==> config.mk <==
export PLATFORM = sky130hd
export DESIGN_NAME = squared_biquad_envelope_follower_flat
export DESIGN_NICKNAME = d
export VERILOG_FILES = /design/src/sv/sbef_pkg.sv /design/src/sv/sbef_if.sv /design/src/sv/sbef_mul.sv /design/src/sv/sbef_acc.sv /design/src/sv/squared_biquad_envelope_follower.sv /design/src/flat_wrapper.sv
export VERILOG_INCLUDE_DIRS = /design/src /design/src/sv
export SDC_FILE = /design/constraint.sdc
export NUM_CORES = 2
export LEC_CHECK = 0
export BUFFER_PORTS_ARGS = -buffer_cell sky130_fd_sc_hd__buf_2
export CORE_MARGIN = 2
export CORE_UTILIZATION = 45
export DETAILED_ROUTE_END_ITERATION = 6
export PLACE_DENSITY = 0.58
export SLEW_MARGIN = 5
export SYNTH_ARGS = -nofsm -noshare
export SYNTH_HDL_FRONTEND = slang
export SYNTH_SLANG_ARGS = --single-unit
==> constraint.sdc <==
create_clock -name clk -period 10.7 [get_ports clk]
set_input_delay 2.14 -clock clk [delete_from_list [all_inputs] [get_ports clk]]
set_output_delay 2.14 -clock clk [all_outputs]
set_load 0.02 [all_outputs]
==> src/sv/squared_biquad_envelope_follower_assert.svh <==
// assertion macros for the squared biquad envelope follower
`ifndef SQUARED_BIQUAD_ENVELOPE_FOLLOWER_ASSERT_SVH
`define SQUARED_BIQUAD_ENVELOPE_FOLLOWER_ASSERT_SVH

`ifndef SYNTH

`define SBEF_ASSERT_NOW(label, clk, rst_n, ante, cons) \
  label: assert property (@(posedge clk) disable iff (!rst_n) (ante) |-> (cons)) \
    else $error("sbef assertion failed");

`define SBEF_ASSERT_NEXT(label, clk, rst_n, ante, cons) \
  label: assert property (@(posedge clk) disable iff (!rst_n) (ante) |=> (cons)) \
    else $error("sbef assertion failed");

`else

`define SBEF_ASSERT_NOW(label, clk, rst_n, ante, cons)

`define SBEF_ASSERT_NEXT(label, clk, rst_n, ante, cons)

`endif

`endif

==> src/sv/sbef_pkg.sv <==
// shared types and constants of the squared biquad envelope follower
package sbef_pkg;

  localparam int COEF_W    = 24;
  localparam int CFG_IDX_W = 3;

  localparam logic [CFG_IDX_W-1:0] REG_B0 = 3'd0;
  localparam logic [CFG_IDX_W-1:0] REG_B1 = 3'd1;
  localparam logic [CFG_IDX_W-1:0] REG_B2 = 3'd2;
  localparam logic [CFG_IDX_W-1:0] REG_A1 = 3'd3;
  localparam logic [CFG_IDX_W-1:0] REG_A2 = 3'd4;

  localparam logic signed [COEF_W-1:0] B0_RST = 24'sd53;
  localparam logic signed [COEF_W-1:0] B1_RST = 24'sd106;
  localparam logic signed [COEF_W-1:0] B2_RST = 24'sd53;
  localparam logic signed [COEF_W-1:0] A1_RST = -24'sd2082084;
  localparam logic signed [COEF_W-1:0] A2_RST = 24'sd1033738;

  typedef enum logic [3:0] {
    ST_IDLE,
    ST_B0,
    ST_B1,
    ST_B2,
    ST_A1,
    ST_A2,
    ST_ACC,
    ST_RND,
    ST_SAT
  } seq_state_t;

  typedef struct packed {
    logic load;
    logic add;
    logic rnd;
  } acc_ctrl_t;

endpackage

==> src/sv/sbef_if.sv <==
// valid/ready channel interfaces for samples and envelope results
interface sbef_in_if #(
  parameter int W = 16
);
  logic                valid;
  logic                ready;
  logic signed [W-1:0] sample;

  modport source (output valid, output sample, input ready);
  modport sink   (input valid, input sample, output ready);
endinterface

interface sbef_out_if #(
  parameter int W = 16
);
  logic              valid;
  logic              ready;
  logic signed [W:0] envelope;
  logic              saturated;

  modport source (output valid, output envelope, output saturated, input ready);
  modport sink   (input valid, input envelope, input saturated, output ready);
endinterface

==> src/sv/sbef_mul.sv <==
// shared signed multiplier with registered product
module sbef_mul #(
  parameter int BW = 18
) (
  input  logic                                  clk,
  input  logic signed [sbef_pkg::COEF_W-1:0]    mul_a,
  input  logic signed [BW-1:0]                  mul_b,
  output logic signed [sbef_pkg::COEF_W+BW-1:0] prod_r
);

  always_ff @(posedge clk) begin
    prod_r <= mul_a * mul_b;
  end

endmodule

==> src/sv/sbef_acc.sv <==
// tap accumulator, round toward zero and saturation
module sbef_acc #(
  parameter int PW = 42,
  parameter int SB = 16,
  parameter int F  = 20
) (
  input  logic                    clk,
  input  sbef_pkg::acc_ctrl_t     ctrl,
  input  logic signed [PW-1:0]    prod,
  output logic signed [SB:0]      y_sat,
  output logic                    sat
);

  localparam int AW = PW + 3;
  localparam int YW = AW - F;
  localparam logic [AW-1:0] RND_BIAS = {{(AW-F){1'b0}}, {F{1'b1}}};
  localparam logic [SB:0]   SAT_HI   = {1'b0, {SB{1'b1}}};
  localparam logic [SB:0]   SAT_LO   = {1'b1, {SB{1'b0}}};

  logic signed [AW-1:0] acc_r;
  logic signed [AW-1:0] acc_nxt;
  logic signed [AW-1:0] acc_bias;
  logic signed [YW-1:0] y_r;
  logic signed [YW-1:0] y_nxt;
  logic [YW-SB-1:0]     top_bits;
  logic                 fits;

  always_comb begin
    acc_nxt = acc_r;
    if (ctrl.load) begin
      acc_nxt = AW'(prod);
    end else if (ctrl.add) begin
      acc_nxt = acc_r + AW'(prod);
    end
  end

  // bias negative sums so the arithmetic shift truncates toward zero
  always_comb begin
    acc_bias = acc_r + (acc_r[AW-1] ? RND_BIAS : '0);
    y_nxt    = y_r;
    if (ctrl.rnd) begin
      y_nxt = YW'(acc_bias >>> F);
    end
  end

  always_ff @(posedge clk) begin
    acc_r <= acc_nxt;
    y_r   <= y_nxt;
  end

  assign top_bits = y_r[YW-1:SB];
  assign fits     = (&top_bits) | (~|top_bits);
  assign sat      = ~fits;
  assign y_sat    = fits ? y_r[SB:0] : (y_r[YW-1] ? SAT_LO : SAT_HI);

endmodule

==> src/sv/squared_biquad_envelope_follower.sv <==
// squared biquad envelope follower: sequencer, state and coefficient registers
// each sample runs the single shared multiplier (square plus five taps), then
//   rounding and saturation steps; the envelope registers after saturation,
//   which waits while a result is untaken; no new sample is taken until idle
// reset: coefficients return to their defaults, filter history clears to zero,
//   no result pending
`include "squared_biquad_envelope_follower_assert.svh"

module squared_biquad_envelope_follower #(
  parameter int SAMPLE_BITS    = 16,
  parameter int COEF_FRAC_BITS = 20
) (
  input  logic                               clk,
  input  logic                               rst_n,
  sbef_in_if.sink                            in_ch,
  sbef_out_if.source                         out_ch,
  input  logic                               cfg_we,
  input  logic [sbef_pkg::CFG_IDX_W-1:0]     cfg_index,
  input  logic [sbef_pkg::COEF_W-1:0]        cfg_wdata
);

  localparam int CW = sbef_pkg::COEF_W;
  localparam int SB = SAMPLE_BITS;
  localparam int BW = SB + 2;
  localparam int PW = CW + BW;
  localparam int OW = SB + 1;
  localparam logic [OW-1:0] SAT_HI = {1'b0, {SB{1'b1}}};
  localparam logic [OW-1:0] SAT_LO = {1'b1, {SB{1'b0}}};

  sbef_pkg::seq_state_t state_r;
  sbef_pkg::seq_state_t state_nxt;
  sbef_pkg::acc_ctrl_t  ctrl;

  logic signed [CW-1:0] coef_b0_r;
  logic signed [CW-1:0] coef_b1_r;
  logic signed [CW-1:0] coef_b2_r;
  logic signed [CW-1:0] coef_a1_r;
  logic signed [CW-1:0] coef_a2_r;

  logic [SB-1:0]        sq_r;
  logic [SB-1:0]        prev_sq_r;
  logic [SB-1:0]        prev2_sq_r;
  logic signed [OW-1:0] prev_out_r;
  logic signed [OW-1:0] prev2_out_r;

  logic signed [OW-1:0] out_env_r;
  logic                 out_sat_r;
  logic                 out_valid_r;
  logic                 out_free;
  logic                 in_fire;

  logic signed [CW-1:0] mul_a;
  logic signed [BW-1:0] mul_b;
  logic signed [PW-1:0] prod_r;
  logic [SB-1:0]        sq_slice;
  logic signed [OW-1:0] y_sat;
  logic                 sat;

  assign sq_slice  = prod_r[2*SB-2 -: SB];
  assign out_free  = !out_valid_r || out_ch.ready;
  assign in_fire   = in_ch.valid && in_ch.ready;

  assign in_ch.ready      = (state_r == sbef_pkg::ST_IDLE);
  assign out_ch.valid     = out_valid_r;
  assign out_ch.envelope  = out_env_r;
  assign out_ch.saturated = out_sat_r;

  sbef_mul #(
    .BW (BW)
  ) u_mul (
    .clk    (clk),
    .mul_a  (mul_a),
    .mul_b  (mul_b),
    .prod_r (prod_r)
  );

  sbef_acc #(
    .PW (PW),
    .SB (SB),
    .F  (COEF_FRAC_BITS)
  ) u_acc (
    .clk   (clk),
    .ctrl  (ctrl),
    .prod  (prod_r),
    .y_sat (y_sat),
    .sat   (sat)
  );

  always_ff @(posedge clk) begin
    if (!rst_n) begin
      state_r <= sbef_pkg::ST_IDLE;
    end else begin
      state_r <= state_nxt;
    end
  end

  // operand select per step; feedback taps are negated on the way in
  always_comb begin
    state_nxt = state_r;
    ctrl      = '0;
    mul_a     = '0;
    mul_b     = '0;
    case (state_r)
      sbef_pkg::ST_IDLE: begin
        mul_a = CW'(in_ch.sample);
        mul_b = BW'(in_ch.sample);
        if (in_ch.valid) begin
          state_nxt = sbef_pkg::ST_B0;
        end
      end
      sbef_pkg::ST_B0: begin
        mul_a     = coef_b0_r;
        mul_b     = BW'({1'b0, sq_slice});
        state_nxt = sbef_pkg::ST_B1;
      end
      sbef_pkg::ST_B1: begin
        mul_a     = coef_b1_r;
        mul_b     = BW'({1'b0, prev_sq_r});
        ctrl.load = 1'b1;
        state_nxt = sbef_pkg::ST_B2;
      end
      sbef_pkg::ST_B2: begin
        mul_a     = coef_b2_r;
        mul_b     = BW'({1'b0, prev2_sq_r});
        ctrl.add  = 1'b1;
        state_nxt = sbef_pkg::ST_A1;
      end
      sbef_pkg::ST_A1: begin
        mul_a     = coef_a1_r;
        mul_b     = -BW'(prev_out_r);
        ctrl.add  = 1'b1;
        state_nxt = sbef_pkg::ST_A2;
      end
      sbef_pkg::ST_A2: begin
        mul_a     = coef_a2_r;
        mul_b     = -BW'(prev2_out_r);
        ctrl.add  = 1'b1;
        state_nxt = sbef_pkg::ST_ACC;
      end
      sbef_pkg::ST_ACC: begin
        ctrl.add  = 1'b1;
        state_nxt = sbef_pkg::ST_RND;
      end
      sbef_pkg::ST_RND: begin
        ctrl.rnd  = 1'b1;
        state_nxt = sbef_pkg::ST_SAT;
      end
      sbef_pkg::ST_SAT: begin
        if (out_free) begin
          state_nxt = sbef_pkg::ST_IDLE;
        end
      end
      default: begin
        state_nxt = sbef_pkg::ST_IDLE;
      end
    endcase
  end

  always_ff @(posedge clk) begin
    if (!rst_n) begin
      coef_b0_r <= sbef_pkg::B0_RST;
      coef_b1_r <= sbef_pkg::B1_RST;
      coef_b2_r <= sbef_pkg::B2_RST;
      coef_a1_r <= sbef_pkg::A1_RST;
      coef_a2_r <= sbef_pkg::A2_RST;
    end else if (cfg_we) begin
      case (cfg_index)
        sbef_pkg::REG_B0: coef_b0_r <= cfg_wdata;
        sbef_pkg::REG_B1: coef_b1_r <= cfg_wdata;
        sbef_pkg::REG_B2: coef_b2_r <= cfg_wdata;
        sbef_pkg::REG_A1: coef_a1_r <= cfg_wdata;
        sbef_pkg::REG_A2: coef_a2_r <= cfg_wdata;
        default: begin
        end
      endcase
    end
  end

  always_ff @(posedge clk) begin
    if (state_r == sbef_pkg::ST_B0) begin
      sq_r <= sq_slice;
    end
  end

  always_ff @(posedge clk) begin
    if (!rst_n) begin
      prev_sq_r   <= '0;
      prev2_sq_r  <= '0;
      prev_out_r  <= '0;
      prev2_out_r <= '0;
    end else if (state_r == sbef_pkg::ST_SAT && out_free) begin
      prev_sq_r   <= sq_r;
      prev2_sq_r  <= prev_sq_r;
      prev_out_r  <= y_sat;
      prev2_out_r <= prev_out_r;
    end
  end

  always_ff @(posedge clk) begin
    if (!rst_n) begin
      out_valid_r <= 1'b0;
    end else if (state_r == sbef_pkg::ST_SAT && out_free) begin
      out_valid_r <= 1'b1;
    end else if (out_ch.ready) begin
      out_valid_r <= 1'b0;
    end
  end

  always_ff @(posedge clk) begin
    if (state_r == sbef_pkg::ST_SAT && out_free) begin
      out_env_r <= y_sat;
      out_sat_r <= sat;
    end
  end

  `SBEF_ASSERT_NEXT(a_accept_starts, clk, rst_n, in_fire, state_r == sbef_pkg::ST_B0 && !in_ch.ready)
  `SBEF_ASSERT_NOW(a_sat_clips, clk, rst_n, out_valid_r && out_sat_r, out_env_r == SAT_HI || out_env_r == SAT_LO)
  `SBEF_ASSERT_NEXT(a_feedback_matches, clk, rst_n, state_r == sbef_pkg::ST_SAT && out_free, out_valid_r && prev_out_r == out_env_r && state_r == sbef_pkg::ST_IDLE)

endmodule
==> src/flat_wrapper.sv <==
// flat-port wrapper written by rule: the top's interface ports become plain ports
module squared_biquad_envelope_follower_flat 
#(
  parameter int SAMPLE_BITS    = 16,
  parameter int COEF_FRAC_BITS = 20
)
  (clk, rst_n, cfg_we, cfg_index, cfg_wdata, in_ch_valid, in_ch_sample, in_ch_ready, out_ch_valid, out_ch_envelope, out_ch_saturated, out_ch_ready);
  sbef_in_if in_ch_i ();
  sbef_out_if out_ch_i ();
  input  logic clk;
  input  logic rst_n;
  input  logic cfg_we;
  input  logic [sbef_pkg::CFG_IDX_W-1:0] cfg_index;
  input  logic [sbef_pkg::COEF_W-1:0] cfg_wdata;
  input wire logic [$bits(in_ch_i.valid)-1:0] in_ch_valid;
  input wire logic [$bits(in_ch_i.sample)-1:0] in_ch_sample;
  output wire logic [$bits(in_ch_i.ready)-1:0] in_ch_ready;
  output wire logic [$bits(out_ch_i.valid)-1:0] out_ch_valid;
  output wire logic [$bits(out_ch_i.envelope)-1:0] out_ch_envelope;
  output wire logic [$bits(out_ch_i.saturated)-1:0] out_ch_saturated;
  input wire logic [$bits(out_ch_i.ready)-1:0] out_ch_ready;
  assign in_ch_i.valid = in_ch_valid;
  assign in_ch_i.sample = in_ch_sample;
  assign in_ch_ready = in_ch_i.ready;
  assign out_ch_valid = out_ch_i.valid;
  assign out_ch_envelope = out_ch_i.envelope;
  assign out_ch_saturated = out_ch_i.saturated;
  assign out_ch_i.ready = out_ch_ready;
  squared_biquad_envelope_follower #(.SAMPLE_BITS(SAMPLE_BITS), .COEF_FRAC_BITS(COEF_FRAC_BITS)) u_core (.clk(clk), .rst_n(rst_n), .in_ch(in_ch_i), .out_ch(out_ch_i), .cfg_we(cfg_we), .cfg_index(cfg_index), .cfg_wdata(cfg_wdata));
endmodule
==> flow_summary.yaml <==
status:
  status: "finished, final reports clean"
sta:
  worst_pin_slew_ns: 1.135
  max_freq_mhz: 108.7
  fin_tns_setup_ns: 0
  period_share_pct: 85.99
  skew_ns: 0.01416
  slew_headroom_pct: 24.16
  hold_violations: 0
  setup_viol: 0
  slew_violations: 0
  layout_min_cycle_time_ns: 9.201
  hold_slack_ns: 0.4638
  rsz0062_at_grt: "false"
clock_network:
  cts_setup_buffers: 0
  cts_htree_levels: 2
  clockBufferDepth: 3
  clk_latency_ns: 0.56
  clk_pin_slew_ns: 0.06
  numCtsBuffers: 39
  cts_tree: "done"
  clock-root-buffer: "clkbuf_16"
  clock-sinks: 337
  cts_resized: 0
  cts_hold_buf: 0
routing:
  routed_wl_um: 89500
  ant_nets: 0
  drt_iter0_markers: 1678
  drtPass1Iterations: 7
  drc: 0
  vias: 24130
  wl_per_cell_um: 19.70
  via_per_inst: 5.312
setup_path:
  end_kind: "flip-flop"
  rr_endpoint: "u_core.u_mul.prod_r[35]"
  startpoint_type: "input pin"
  cp.arrival_ns: 9.65
  cp_max_fo: 11
  critPathKind: "input pin to flip-flop"
  r2r_start: "u_core.state_r[2]"
  ff2ff_path_depth: 28
  r2r_slack_ns: 1.59
  required_ns: 11.15
  startpoint: "in_ch_sample[4]"
synthesis:
  ys_types: 75
  synth.area.top_cells: "fa_1 27%, dfxtp_1 15%, edfxtp_1 9.9%"
  synth_ff_type: "dfxtp_1"
  yosysTopAreaCellShare_pct: 27.09
  synth_edf_count: 104
  synth.net_count: 4198
  synthSimpleGateAreaFrac_pct: 17.19
  synthAdderAreaFrac_pct: 33.79
  synth.largest_area_cell: "fa_1"
  synth_top_family_by_area: "adder cells"
  synthMuxAreaShare_pct: 0.2022
  synth_compound_area_share_pct: 12.14
  async_flop_share_pct: 0
  syn_inst: 3554
  synth_common_cells: "809 x nand2_1, 523 x inv_1, 427 x fa_1, 233 x dfxtp_1, 169 x ha_1"
  synthXorXnorAreaFrac_pct: 3.719
  syn_area_sq_um: 31560
  synth-seq-cells: 337
  synth_area_per_cell_sq_um: 8.880
  yosys_warnings: 0
  synth.most_common_cell: "nand2_1"
  yosysSeqAreaShare_pct: 24.67
global_route:
  grt_overflow_total: 0
  first_global_vias: 24550
  globalRouteTotalUtil_pct: 25.51
  grt_pass1_wl_um: 141400
  grt_start_max_net_pins: 106
  antenna_found_initial: 3
place:
  dp_cells: 4474
  place_area_sq_um: 33100
  port-buffer-count: 67
  hpwl_um: 67420
  gp_congestion: 0.9042
flow_run:
  cap_violations: 0
finish:
  layout-drive-gt1-share_pct: 6.915
  final_cell_count_no_fill: 4542
  nets: 4219
  fin_area_sq_um: 34360
  syn2layout_area_growth_pct: 8.861
hold_path:
  worstHoldPathCells: 2
  hold_path.class: "flip-flop to flip-flop"
  min_to: "u_core.prev2_sq_r[14]"
  hold_path.startpoint: "u_core.prev2_sq_r[14]"
floorplanning:
  dieHeight_um: 268.8
  start_util_pct: 45.22
  core_area_sq_um: 69790
  rows: 97
  io_pins: 68
  die_x_um: 268.8
  die_area_sq_um: 72270
==> registers in the layout, summed over array words and instances, names as in the netlist <==
register and flops:
u_core.coef_a1_r 24, u_core.coef_a2_r 24, u_core.coef_b0_r 24, u_core.coef_b1_r 24
u_core.coef_b2_r 24, u_core.out_ch.envelope 17, u_core.out_ch.saturated 1, u_core.out_ch.valid 1
u_core.prev2_out_r 17, u_core.prev2_sq_r 16, u_core.prev_out_r 17, u_core.prev_sq_r 16
u_core.sq_r 16, u_core.state_r 4, u_core.u_acc.acc_r 45, u_core.u_acc.y_r 25
u_core.u_mul.prod_r 42
==> critical path: stages <==
cell      delay (ns)
buf_2           0.09
nand2_1         0.20
nand3_1         0.12
nand3b_1        0.63
buf_4           0.44
and2_1          0.18
fa_1            0.52
fa_1            0.56
inv_1           0.06
fa_1            0.50
inv_1           0.06
fa_1            0.49
fa_1            0.49
inv_1           0.05
fa_1            0.50
inv_1           0.05
ha_1            0.35
a211o_1         0.34
nor3b_1         0.22
o211ai_1        0.12
a31oi_1         0.37
nor3b_1         0.15
o41ai_2         0.34
nor2_1          0.12
mux2_2          0.29
a221oi_1        0.25
==> layout by cell type (no fill, tap or decap), types with 41 or more instances in the layout <==
cell type	count
nand2_1	809
inv_1	522
fa_1	427
dfxtp_1	233
ha_1	169
a21boi_0	155
edfxtp_1	104
nor2_1	90
xnor2_1	90
o21ai_0	82
a22oi_1	78
buf_4	78
nand3_1	76
a21oi_1	75
a21o_1	73
buf_2	66
and2_1	55
xor2_1	44
nand4_1	42
clkbuf_16	42
nor2b_1	41
==> per-stage QoR <==
step / setup slack (ns) / utilization [%]
floorplan: 2.200 / -
global placement: 1.166 / 47.44
detailed placement: 1.068 / 47.44
CTS: 1.583 / 49.23
global route: 1.195 / 49.23
finish: 1.499 / 49.23
==> logic make-up (layout without fill, tap and decap cells) <==
logic type / count (synthesis) / after routing
compound gates: 555 / 555
xor+xnor: 134 / 134
fa+ha+maj: 596 / 596
buf+inv: 690 / 737
flops: 337 / 337
mux: 6 / 6
other cells: 0 / 1
simple gates: 1236 / 1236
==> cell type report <==
| type | instances | area [sq um] |
|---|---|---|
| tap | 940 | 1176 |
| clock buffer | 53 | 1132 |
| antenna | 1 | 2.502 |
| multi-input combinational | 2527 | 21230 |
| inverter | 525 | 1971 |
| sequential | 337 | 7787 |
| clock inverter | 14 | 117.6 |
| timing repair buffer | 145 | 935.9 |
| fill | 6754 | 35430 |
==> routing by layer <==
metal | wire length [um] | vias up | track usage, % | share of wire, %
met4 | 2663 | 0 | 7.928 | 3.0
li1 | - | 11380 | - | -
met3 | 4893 | 125 | 3.416 | 5.5
met1 | 40170 | 12040 | 35.06 | 45
met5 | 0 | - | 0 | 0
met2 | 41770 | 582 | 41.93 | 47
==> how the worst max path moves through the flow <==
stage,end,slack (ns),cells after the start
2_1_floorplan,u_core.u_mul.prod_r[38],2.20,27
3_3_place_gp,u_core.u_mul.prod_r[35],1.17,26
3_5_place_dp,u_core.u_mul.prod_r[35],1.07,26
4_1_cts,u_core.u_mul.prod_r[35],1.58,26
5_1_grt,u_core.u_mul.prod_r[35],1.19,26
6_report,u_core.u_mul.prod_r[35],1.50,26
Power is left out: the tool's default activity adds up to more than one toggle a clock period on the data nets, which glitch-free logic cannot reach.
